## src/rtl/gcw_pkg.sv

```systemverilog
// Shared constants and types of the grid line cell walker.
package gcw_pkg;

	localparam int COORD_BITS = 6;
	localparam int FRAC_BITS  = 16;

	localparam int CELL_W      = 6;
	localparam int IN_DATA_W   = 4 * CELL_W;
	localparam int OUT_DATA_W  = ((2 * CELL_W + 7) / 8) * 8;
	localparam int POS_W       = COORD_BITS + FRAC_BITS + 1;
	localparam int QUO_W       = FRAC_BITS + 1;
	localparam int REM_W       = COORD_BITS + 1;
	localparam int ERR_W       = COORD_BITS + 3;
	localparam int DIVC_W      = $clog2(FRAC_BITS + 1);

	typedef enum logic [2:0] {
		ST_IDLE = 3'b001,
		ST_DIV  = 3'b010,
		ST_EMIT = 3'b100
	} state_t;

	typedef struct packed {
		logic load;
		logic div_step;
		logic emit;
	} cmd_t;

	typedef struct packed {
		logic need_div;
		logic div_last;
		logic cell_last;
	} sts_t;

endpackage

```

## src/rtl/gcw_ctrl.sv

```systemverilog
// Controller: sequences load, increment division and cell emission.
module gcw_ctrl (
	input  logic          clk,
	input  logic          arst_n,
	input  logic          s_tvalid,
	output logic          s_tready,
	output logic          m_tvalid,
	input  logic          m_tready,
	input  gcw_pkg::sts_t sts,
	output gcw_pkg::cmd_t cmd
);
	import gcw_pkg::*;

	state_t state_q;
	logic   out_valid_q;
	logic   out_free;

	assign out_free = !out_valid_q || m_tready;
	assign s_tready = (state_q == ST_IDLE);
	assign m_tvalid = out_valid_q;

	always_comb begin
		cmd.load     = s_tvalid && (state_q == ST_IDLE);
		cmd.div_step = (state_q == ST_DIV);
		cmd.emit     = (state_q == ST_EMIT) && out_free;
	end

	always_ff @(posedge clk or negedge arst_n) begin
		if (!arst_n) begin
			state_q     <= ST_IDLE;
			out_valid_q <= 1'b0;
		end else begin
			case (state_q)
				ST_IDLE: begin
					if (cmd.load) begin
						state_q <= sts.need_div ? ST_DIV : ST_EMIT;
					end
				end
				ST_DIV: begin
					if (sts.div_last) begin
						state_q <= ST_EMIT;
					end
				end
				ST_EMIT: begin
					if (cmd.emit && sts.cell_last) begin
						state_q <= ST_IDLE;
					end
				end
				default: state_q <= ST_IDLE;
			endcase
			if (cmd.emit) begin
				out_valid_q <= 1'b1;
			end else if (m_tready) begin
				out_valid_q <= 1'b0;
			end
		end
	end

endmodule

```

## src/rtl/gcw_dpath.sv

```systemverilog
// Datapath: Bresenham walker, DDA accumulators, serial divider, output register.
module gcw_dpath (
	input  logic                             clk,
	input  logic                             arst_n,
	input  logic [gcw_pkg::IN_DATA_W-1:0]    s_tdata,
	input  logic                             s_tuser,
	input  gcw_pkg::cmd_t                    cmd,
	output gcw_pkg::sts_t                    sts,
	output logic [gcw_pkg::CELL_W-1:0]       col,
	output logic [gcw_pkg::CELL_W-1:0]       row,
	output logic                             last
);
	import gcw_pkg::*;

	function automatic logic [COORD_BITS-1:0] cell_of(input logic [POS_W-1:0] p);
		cell_of = p[POS_W-1] ? '0 : p[FRAC_BITS +: COORD_BITS];
	endfunction

	// input decode
	logic [COORD_BITS-1:0] c1, r1, c2, r2, adx, ady, steps_in;
	logic                  xneg_in, yneg_in;

	assign c1 = s_tdata[0*CELL_W +: COORD_BITS];
	assign r1 = s_tdata[1*CELL_W +: COORD_BITS];
	assign c2 = s_tdata[2*CELL_W +: COORD_BITS];
	assign r2 = s_tdata[3*CELL_W +: COORD_BITS];
	assign xneg_in  = (c2 < c1);
	assign yneg_in  = (r2 < r1);
	assign adx      = xneg_in ? (c1 - c2) : (c2 - c1);
	assign ady      = yneg_in ? (r1 - r2) : (r2 - r1);
	assign steps_in = (adx > ady) ? adx : ady;

	// line state
	logic                    mode_q, xneg_q, yneg_q;
	logic [COORD_BITS-1:0]   c2_q, r2_q, x_q, y_q, dx_q, dy_q, steps_q, cnt_q;
	logic signed [ERR_W-1:0] err_q;
	logic [POS_W-1:0]        px_q, py_q;
	logic [REM_W-1:0]        rx_q, ry_q;
	logic [QUO_W-1:0]        qx_q, qy_q;
	logic [DIVC_W-1:0]       divc_q;

	// division lanes, one quotient bit a cycle
	logic             div_first;
	logic [REM_W-1:0] tx, ty, sd;
	logic             gx, gy;

	assign div_first = (divc_q == '0);
	assign sd = {1'b0, steps_q};
	assign tx = div_first ? rx_q : {rx_q[REM_W-2:0], 1'b0};
	assign ty = div_first ? ry_q : {ry_q[REM_W-2:0], 1'b0};
	assign gx = (tx >= sd);
	assign gy = (ty >= sd);

	// Bresenham update
	logic signed [ERR_W:0] e2, dxe, dye, err_nx;
	logic                  mv_x, mv_y;

	assign e2   = {err_q, 1'b0};
	assign dxe  = {4'b0000, dx_q};
	assign dye  = {4'b0000, dy_q};
	assign mv_x = (e2 > -dye);
	assign mv_y = (e2 < dxe);
	assign err_nx = {err_q[ERR_W-1], err_q} - (mv_x ? dye : '0) + (mv_y ? dxe : '0);

	// DDA increments
	logic [POS_W-1:0] qxe, qye, stx, sty;

	assign qxe = {{(POS_W-QUO_W){1'b0}}, qx_q};
	assign qye = {{(POS_W-QUO_W){1'b0}}, qy_q};
	assign stx = xneg_q ? -qxe : qxe;
	assign sty = yneg_q ? -qye : qye;

	// current cell
	logic [COORD_BITS-1:0] cur_col, cur_row;
	logic                  cnt_max, cur_last;

	assign cnt_max  = (cnt_q == '1);
	assign cur_col  = mode_q ? cell_of(px_q) : x_q;
	assign cur_row  = mode_q ? cell_of(py_q) : y_q;
	assign cur_last = cnt_max ||
		(mode_q ? (cnt_q == steps_q) : ((x_q == c2_q) && (y_q == r2_q)));

	always_comb begin
		sts.need_div  = s_tuser && (steps_in != '0);
		sts.div_last  = (divc_q == DIVC_W'(FRAC_BITS));
		sts.cell_last = cur_last;
	end

	always_ff @(posedge clk or negedge arst_n) begin
		if (!arst_n) begin
			divc_q <= '0;
			cnt_q  <= '0;
		end else if (cmd.load) begin
			divc_q <= '0;
			cnt_q  <= '0;
		end else begin
			if (cmd.div_step) begin
				divc_q <= divc_q + 1'b1;
			end
			if (cmd.emit) begin
				cnt_q <= cnt_q + 1'b1;
			end
		end
	end

	always_ff @(posedge clk) begin
		if (cmd.load) begin
			mode_q  <= s_tuser;
			xneg_q  <= xneg_in;
			yneg_q  <= yneg_in;
			c2_q    <= c2;
			r2_q    <= r2;
			x_q     <= c1;
			y_q     <= r1;
			dx_q    <= adx;
			dy_q    <= ady;
			steps_q <= steps_in;
			err_q   <= {3'b000, adx} - {3'b000, ady};
			px_q    <= POS_W'({c1, 1'b1, {(FRAC_BITS-1){1'b0}}});
			py_q    <= POS_W'({r1, 1'b1, {(FRAC_BITS-1){1'b0}}});
			rx_q    <= {1'b0, adx};
			ry_q    <= {1'b0, ady};
			qx_q    <= '0;
			qy_q    <= '0;
		end else if (cmd.div_step) begin
			rx_q <= gx ? (tx - sd) : tx;
			ry_q <= gy ? (ty - sd) : ty;
			qx_q <= {qx_q[QUO_W-2:0], gx};
			qy_q <= {qy_q[QUO_W-2:0], gy};
		end else if (cmd.emit) begin
			px_q  <= px_q + stx;
			py_q  <= py_q + sty;
			err_q <= err_nx[ERR_W-1:0];
			if (mv_x) begin
				x_q <= xneg_q ? (x_q - 1'b1) : (x_q + 1'b1);
			end
			if (mv_y) begin
				y_q <= yneg_q ? (y_q - 1'b1) : (y_q + 1'b1);
			end
		end
	end

	always_ff @(posedge clk) begin
		if (cmd.emit) begin
			col  <= CELL_W'(cur_col);
			row  <= CELL_W'(cur_row);
			last <= cur_last;
		end
	end

endmodule

```

## src/rtl/grid_line_cell_walker_unit.sv

```systemverilog
// Mode 0: after the request transfer, one cell per cycle while the output is not stalled.
// Mode 1: a serial increment division (FRAC_BITS+1 quotient bits) comes first.
// A line has N = max(|dx|,|dy|)+1 cells, at most 64; a zero-length line skips the division.
// The next request is taken the cycle after the last cell enters the output register.
// arst_n clears the controller to idle with no result pending; payload is not reset.
module grid_line_cell_walker_unit (
	input  logic                                clk,
	input  logic                                arst_n,
	input  logic                                s_tvalid,
	output logic                                s_tready,
	input  logic [gcw_pkg::IN_DATA_W-1:0]       s_tdata,  // start_col, start_row, end_col, end_row
	input  logic                                s_tuser,  // center_mode
	output logic                                m_tvalid,
	input  logic                                m_tready,
	output logic [gcw_pkg::OUT_DATA_W-1:0]      m_tdata,  // col, row, zero pad
	output logic                                m_tlast
);
	import gcw_pkg::*;

	cmd_t              cmd;
	sts_t              sts;
	logic [CELL_W-1:0] col, row;

	gcw_ctrl u_ctrl (
		.clk      (clk),
		.arst_n   (arst_n),
		.s_tvalid (s_tvalid),
		.s_tready (s_tready),
		.m_tvalid (m_tvalid),
		.m_tready (m_tready),
		.sts      (sts),
		.cmd      (cmd)
	);

	gcw_dpath u_dpath (
		.clk     (clk),
		.arst_n  (arst_n),
		.s_tdata (s_tdata),
		.s_tuser (s_tuser),
		.cmd     (cmd),
		.sts     (sts),
		.col     (col),
		.row     (row),
		.last    (m_tlast)
	);

	assign m_tdata = OUT_DATA_W'({row, col});

endmodule

```

## config.mk

```make
export PLATFORM = sky130hd
export DESIGN_NAME = grid_line_cell_walker_unit
export DESIGN_NICKNAME = d
export VERILOG_FILES = /design/src/rtl/gcw_pkg.sv /design/src/rtl/gcw_ctrl.sv /design/src/rtl/gcw_dpath.sv /design/src/rtl/grid_line_cell_walker_unit.sv
export SDC_FILE = /design/constraint.sdc
export NUM_CORES = 1
export LEC_CHECK = 0
export BUFFER_PORTS_ARGS = -buffer_cell sky130_fd_sc_hd__buf_4
export CAP_MARGIN = 5
export CORE_MARGIN = 2
export CORE_UTILIZATION = 40
export CTS_CLUSTER_SIZE = 14
export DETAILED_ROUTE_END_ITERATION = 10
export GPL_ROUTABILITY_DRIVEN = 1
export PLACE_DENSITY = 0.63
export SETUP_SLACK_MARGIN = 0.02
export SLEW_MARGIN = 15
export SYNTH_ARGS = -nofsm -noshare
export SYNTH_HDL_FRONTEND = slang
export SYNTH_SLANG_ARGS = --single-unit
```

## constraint.sdc

```tcl
create_clock -name clk -period 10.15 [get_ports clk]
set_input_delay 2.03 -clock clk [delete_from_list [all_inputs] [get_ports clk]]
set_output_delay 2.03 -clock clk [all_outputs]
set_load 0.02 [all_outputs]
```

==> results of run 1 <==
==> layout by cell type, fill, tap and decap left out, drive strengths merged, types with 5 or more instances in the layout <==
cell,netlist,layout
fa,17,17
nor2b,14,14
clkbuf,38,21
o21ai,140,140
dfrtp,14,14
a21oi,91,91
xor2,41,41
a21o,40,40
xnor2,85,85
nor4,10,10
o21a,16,16
inv,129,133
nand3,25,25
a211oi,11,11
o41ai,5,5
or3,6,6
a22o,9,9
o211ai,6,6
dfxtp,70,70
or4,6,6
nand2b,15,15
nor2,83,83
ha,121,121
edfxtp,91,91
o31ai,15,15
and2,10,10
nand2,203,203
nand4,15,15
buf,12,50
mux2i,11,11
nor3,14,14
and3,6,6
o22ai,9,9
a31oi,5,5
o21bai,18,18
==> worst max-delay path: stages <==
cell	delay [ps]
buf_4	120
inv_1	50
ha_1	140
inv_1	60
fa_1	440
a211oi_1	280
o21ai_0	190
o311ai_0	480
a221oi_1	200
nand2_1	110
nand2_1	50
a21o_1	200
ha_1	350
and4_1	190
nand3_1	80
o21ai_0	80
a21o_1	290
or4_1	440
a21o_1	200
a2111o_1	340
a32o_1	280
==> cells by family after synthesis <==
kind of cell             after synthesis
XOR/XNOR                             126
adder cells (fa/ha/maj)              138
buffers and inverters                179
flip-flops                           176
multiplexers                          14
AO/OA/AOI/OAI                        398
AND/OR/NAND/NOR                      423
other                                  1
==> metal layers <==
layer	vias up	wire, um
met1	4834	14430
li1	5148	-
met5	-	0
met2	198	14570
met3	25	1415
met4	0	474
==> layout make-up <==
type,count,area [sq um]
clock buffer,21,475.5
multi-input combinational,1103,7501
tap,402,503.0
timing repair buffer,50,375.4
inverter,129,486.7
fill,3078,17440
antenna,1,2.502
sequential,176,4511
clock inverter,11,102.6
==> sequential cells by signal, summed over array words and instances (netlist names), 7 cells and up <==
| signal | flops |
|---|---|
| u_dpath.qy_q | 17 |
| u_dpath.px_q | 23 |
| u_dpath.err_q | 9 |
| u_dpath.qx_q | 17 |
| u_dpath.py_q | 23 |
| u_dpath.ry_q | 7 |
| u_dpath.rx_q | 7 |
==> per-stage QoR <==
step	instance area, sq um	std cells	util, %	hold WS [ps]
final	13960	1893	44.46	461.8
after global routing	13960	1893	44.46	483.8
after CTS	13950	1892	44.45	463.1
after detailed placement	13380	1860	42.61	452.2
after global placement	13380	1860	42.61	443.8
after floorplan	12690	1458	-	431.5
==> power by group through the flow <==
stage	combinational, mW	sequential, mW	clock, mW
after floorplan	1.83	1.17	0
after CTS	2.40	1.21	0.676
final	2.39	1.21	0.664
after global routing	2.71	1.23	0.706
after global placement	2.34	1.22	0
after detailed placement	2.38	1.22	0
==> worst min-delay path by stage <==
stage	startpoint	to	slack (ps)
finish	u_dpath.py_q[22]	u_dpath.py_q[22]	460
global placement	u_dpath.py_q[3]	u_dpath.py_q[3]	440
global route	u_dpath.py_q[22]	u_dpath.py_q[22]	480
floorplan	u_dpath.px_q[10]	u_dpath.px_q[10]	430
detailed placement	u_dpath.py_q[22]	u_dpath.py_q[22]	450
CTS	u_dpath.py_q[22]	u_dpath.py_q[22]	460
==> key figures, run 1 <==
Floorplan
  – Die Wd: ~180 um
  – Placement row count: 65
  – DIE HEIGHT: approximately 180 um
  – IO Count: 48
  – Initial core utilization: approximately two fifths
  – Total core area: 31390 sq um
  – Die area: approximately 33000 sq um

Worst setup path
  – RR Startpoint: u_dpath.dy_q[0]
  – WP data required: 10480 ps
  – Setup crit start: s_tdata[18]
  – Crit path kind: input pin to flop
  – Worst Setup End Kind: flop
  – Crit start category: input pin
  – Worst Setup EP: u_ctrl.state_q[1]
  – Worst EP arrival: 6620 ps
  – RR Endpoint: u_dpath.err_q[8]
  – Worst R2R Setup Slack: 5080 ps
  – Worst R2R Path Depth: 23
  – Peak fanout along the critical path: 12

Finish
  – Synth-to-Final Area Change: 10.04%
  – Nets: roughly 1600
  – Layout cells sized above 1: between 6 and 7%

Flow run
  – Maxcap violations: 0

Logic synthesis
  – Simple-gate share of the synthesized area: 15.12%
  – Async S/R FF share, synth: under 10%
  – Area share of fa/ha/maj cells after synthesis: ~15%
  – Ys flop type: edfxtp_1
  – Number of flops mapped to enable cells by yosys: 91
  – Fraction of synthesized area in multiplexers: 1.134%
  – Most instantiated library cell after synthesis: nand2_1
  – Xor-xnor portion of the synthesized cell area: slightly below 9%
  – Avg Inst Size Synth: 8.717 sq um
  – Sequential share of the synthesized area: 35.56%
  – Post-synthesis cell type count: 66
  – Post-Synthesis Cells: ~1500
  – Cell Area, Synth: 12680 sq um
  – Flop and latch count out of synthesis: between 150 and 200
  – Yosys top cell by area: edfxtp_1
  – Area contributors post-synth: edfxtp_1 (22%), ha_1 (12%), dfxtp_1 (11%)
  – Syn. warnings: 0
  – Top-area cell type share of the netlist area: 21.54%
  – Synth Area in Compound Gates: 19.38%
  – Top post-synthesis cells by count: nand2_1 (203), o21ai_0 (140), inv_1 (127), ha_1 (121)
  – Largest family of logic cells by synthesized area: compound AO/OA/AOI/OAI gates

CTS
  – Cts bufs inserted: 17
  – CTS tree: done
  – H-Tree Level Count: 4
  – Hold-fix buffers at CTS: 0
  – Post-CTS sizing: 0
  – Reg clk slew, reported paths: about 70 ps
  – Clock root cell: clkbuf_16
  – Clock sinks: 176
  – Maximum clock insertion buffer count: 2
  – Postcts setup bufs: 0
  – Worst-skew pair later-pin latency: between 400 and 500 ps

Global route
  – Tot GR Track Use: 18.82%
  – Met3 Track Usage GR: between 2 and 3%
  – Most Used Layer, Global Route: met2
  – Met2 Use GR: between 30% and 40%
  – Met1 global-route usage: between 20% and 30%
  – Vias in the first global route: between 9000 and 10000
  – Overflow after GRT: 0
  – Initial antenna violation count: 1
  – Global-route wire length before repair: 49.67 mm
  – Largest net degree at the start of global routing: 71

Hold path
  – Worst hold path depth: 1
  – Hold Crit Class: flop to flop

Power
  – Internal power: about 2.4 mW
  – Net Sw Frac: between 40% and 50%
  – Sw Pwr: 1.888 mW
  – Clk pwr share: ~16%
  – Max IR drop VDD: 0.2837 mV
  – PwrDens: roughly 310 nW/um^2
  – Total chip power: roughly 4.3 mW
  – Combinational share of power: 56.1%
  – P_leak: 6.064 nW
  – Sequential Power Share: 28.4%

Route
  – Average wire per standard cell: approximately 16 um
  – DRC: 0
  – Antenna Nets Post-Route: 0
  – Vias per cell: approximately 5.4
  – DRT iter0 DRCs: ~780
  – DR vias: a little over 10000
  – DRT Pass-1 Iters: 5
  – Post-Route WL: around 31 mm

Outcome
  – Status: complete, no violations

STA
  – Setup ws final: 3857 ps
  – RSZ-0062 raised after global routing: false
  – Setup Skew: roughly 12 ps
  – Fin. Hold Viols: 0
  – Final period util: just over 60%
  – Slew Limit Fails: 0
  – Final Setup Violations: 0
  – Worst-margin pin slew: 1062 ps
  – Fin Setup TNS: 0 ps
  – Fmax: around 160 MHz
  – Fin crit period: approximately 6300 ps
  – Slew headroom: between 20% and 30%

Placement
  – DP Worst Slack: about 3500 ps
  – Hpwl dp: 22.62 mm
  – Port bufs: 43
  – GPL Wtd Cong: around 0.90
(Power assumes the default switching activity.)
==> run 2: changes to the inputs <==
==> constraint.sdc (replaced) <==
create_clock -name clk -period 5.9 [get_ports clk]
set_input_delay 1.18 -clock clk [delete_from_list [all_inputs] [get_ports clk]]
set_output_delay 1.18 -clock clk [all_outputs]
set_load 0.02 [all_outputs]
==> run 2 against run 1 <==
Compared with the run above: combinational power increased by 73%; sequential power increased by 73%; clock-buffer cell count decreased by 2; clock power increased by 70%; critical path type is now flop to flop; worst hold slack improved by 5.7 ps.
==> key figures, run 2 (synthesis results as in run 1) <==
CTS
  – Clock root cell: clkbuf_16
  – Cts bufs inserted: 17
  – Worst-skew pair later-pin latency: 450 ps
  – Postcts setup bufs: 0
  – H-Tree Level Count: 4
  – Reg clk slew, reported paths: 80 ps
  – Post-CTS sizing: 0
  – Maximum clock insertion buffer count: 2
  – Hold-fix buffers at CTS: 0
  – Clock sinks: 176
  – CTS tree: done

Worst setup path
  – Peak fanout along the critical path: 6
  – CP top delay family: compound AO/OA/AOI/OAI gates
  – Crit start category: flop
  – Worst R2R Path Depth: 23
  – Worst Setup End Kind: flop
  – Worst EP arrival: ~5300 ps
  – Crit path kind: flop to flop
  – Setup crit start: u_dpath.dy_q[1]
  – Critical path cell sequence: inv_1 > ha_1 > xor2_1 > ha_1 > a31o_2 > a21o_1 > a21oi_1 > nor2b_1 > o21ai_0 > a41oi_1 > o31a_1 > and2_1 > fa_1 > inv_1 > fa_1 > a21o_1 > a21oi_1 > o21bai_1 > a21oi_1 > o21bai_1 > a21oi_1 > xnor2_1 > o21ai_0
  – WP data required: just over 6000 ps
  – Worst path depth: 23
  – Critical-path cell with the highest stage delay: fa_1
  – Most frequent cell on the critical path: a21oi_1
  – RR Startpoint: u_dpath.dy_q[1]
  – Number of buffers and inverters on the critical path: 2
  – Critical Path Max Stage Delay: around 510 ps

STA
  – Final period util: roughly 87%
  – Setup Skew: roughly 16 ps
  – Worst-margin pin slew: approximately 1100 ps
  – Final Setup Violations: 0
  – Hold Slack: about 470 ps
  – Fin. Hold Viols: 0
  – Fin crit period: between 5000 and 6000 ps
  – Setup ws final: slightly below 800 ps
  – Fmax: approximately 200 MHz
  – Slew Limit Fails: 0
  – RSZ-0062 raised after global routing: false
  – Slew headroom: between 20% and 30%
  – Fin Setup TNS: 0 ps

Placement
  – Port bufs: 43
  – Hpwl dp: about 23 mm
  – GPL Wtd Cong: 0.9151
  – DP Worst Slack: 339.3 ps
  – Placed cells: roughly 1900

Floorplan
  – IO Count: 48
  – Die Wd: between 150 and 200 um
  – Placement row count: 65
  – Initial core utilization: between 40% and 50%
  – Total core area: ~31000 sq um
  – Die area: 33150 sq um
  – DIE HEIGHT: between 150 and 200 um

Flow run
  – Maxcap violations: 0

Finish
  – Synth-to-Final Area Change: 10.39%
  – Most frequent cells in the layout: nand2_1 (203), o21ai_0 (140), inv_1 (126)
  – Biggest regs: u_dpath.px_q: 23 flops, u_dpath.py_q: 23 flops
  – FILL cells: ~3100
  – Nets: roughly 1700
  – Area of the multi-input gates: ~7500 sq um
  – Post-Layout Cell Count: 1900
  – Most common cell after layout, fill and taps aside: nand2_1
  – Layout cells sized above 1: 7.214%
  – Storage element area: between 4000 and 5000 sq um

Global route
  – Global-route wire length before repair: between 50 and 60 mm
  – Overflow after GRT: 0
  – Tot GR Track Use: about a fifth
  – Vias in the first global route: about 10000
  – Initial antenna violation count: 1
  – Largest net degree at the start of global routing: 63

Route
  – Post-Route WL: ~31 mm
  – Vias per cell: around 5.4
  – DRC: 0
  – DRT iter0 DRCs: about 580
  – Antenna Nets Post-Route: 0
  – DRT Pass-1 Iters: 5
  – DR vias: a little over 10000
  – Average wire per standard cell: 16.52 um

Hold path
  – Hold Crit Class: flop to flop
  – Worst hold path depth: 2
  – Hold path startpoint: u_dpath.px_q[6]

Power
  – PwrDens: roughly 530 nW/um^2
  – Total chip power: 7.356 mW
  – Max IR drop VDD: between 0.3 and 0.4 mV
  – P_leak: approximately 6 nW

Outcome
  – Status: complete, no violations
-- run 2: cell count changes in the layout (fill, tap and decap cells not counted), sizes merged --
cell | before | now
clkbuf | 21 | 19
clkinvlp | 2 | 0
clkinv | 4 | 3
bufinv | 1 | 0
inv | 133 | 139
buf | 50 | 57
-- run 2: cell type report --
class                      count  share of cell area (%)
clock buffer                  19                   3.235
multi-input combinational   1103                   53.57
clock inverter                13                  0.8311
tap                          402                   3.592
sequential                   176                   32.22
inverter                     129                   3.476
timing repair buffer          57                   3.056
antenna                        1                 0.01787
-- run 2: tightest hold or removal path, delay by kind of cell, from the launching register on --
kind / cells / cell delay (ps)
compound gates: 1 / 60
simple gates: 1 / 50
flops: 1 / 320
-- run 2: final timing paths --
kind | end | slack (ps)
max reg2reg | u_dpath.err_q[8] | 800
max | u_dpath.err_q[8] | 800
min reg2reg | u_dpath.px_q[6] | 470
min | u_dpath.px_q[6] | 470
max in group asynchronous | u_ctrl.state_q[0] | 5070
min in group asynchronous | u_dpath.divc_q[3] | 580
-- run 2: report_power, final --
| part | switching, mW | total, mW | internal [mW] | leakage (nW) |
|---|---|---|---|---|
| Sequential | 0.274 | 2.09 | 1.81 | 1.62 |
| Clock | 0.554 | 1.13 | 0.581 | 0.286 |
| Combinational | 2.46 | 4.13 | 1.67 | 4.19 |
| Total | 3.29 | 7.36 | 4.07 | 6.10 |
-- run 2: metrics by stage --
step	utilization, %	cell area [sq um]
after floorplan	-	12690
after global placement	42.78	13430
after detailed placement	42.78	13430
after CTS	44.59	14000
after global routing	44.60	14000
final	44.60	14000
-- run 2: metal layers --
metal	vias up	global-route usage, %	share of wire, %
met1	4911	25.49	47
met4	0	5.871	2.0
met2	208	32.09	47
li1	5173	-	-
met5	-	0	0
met3	41	3.053	3.6
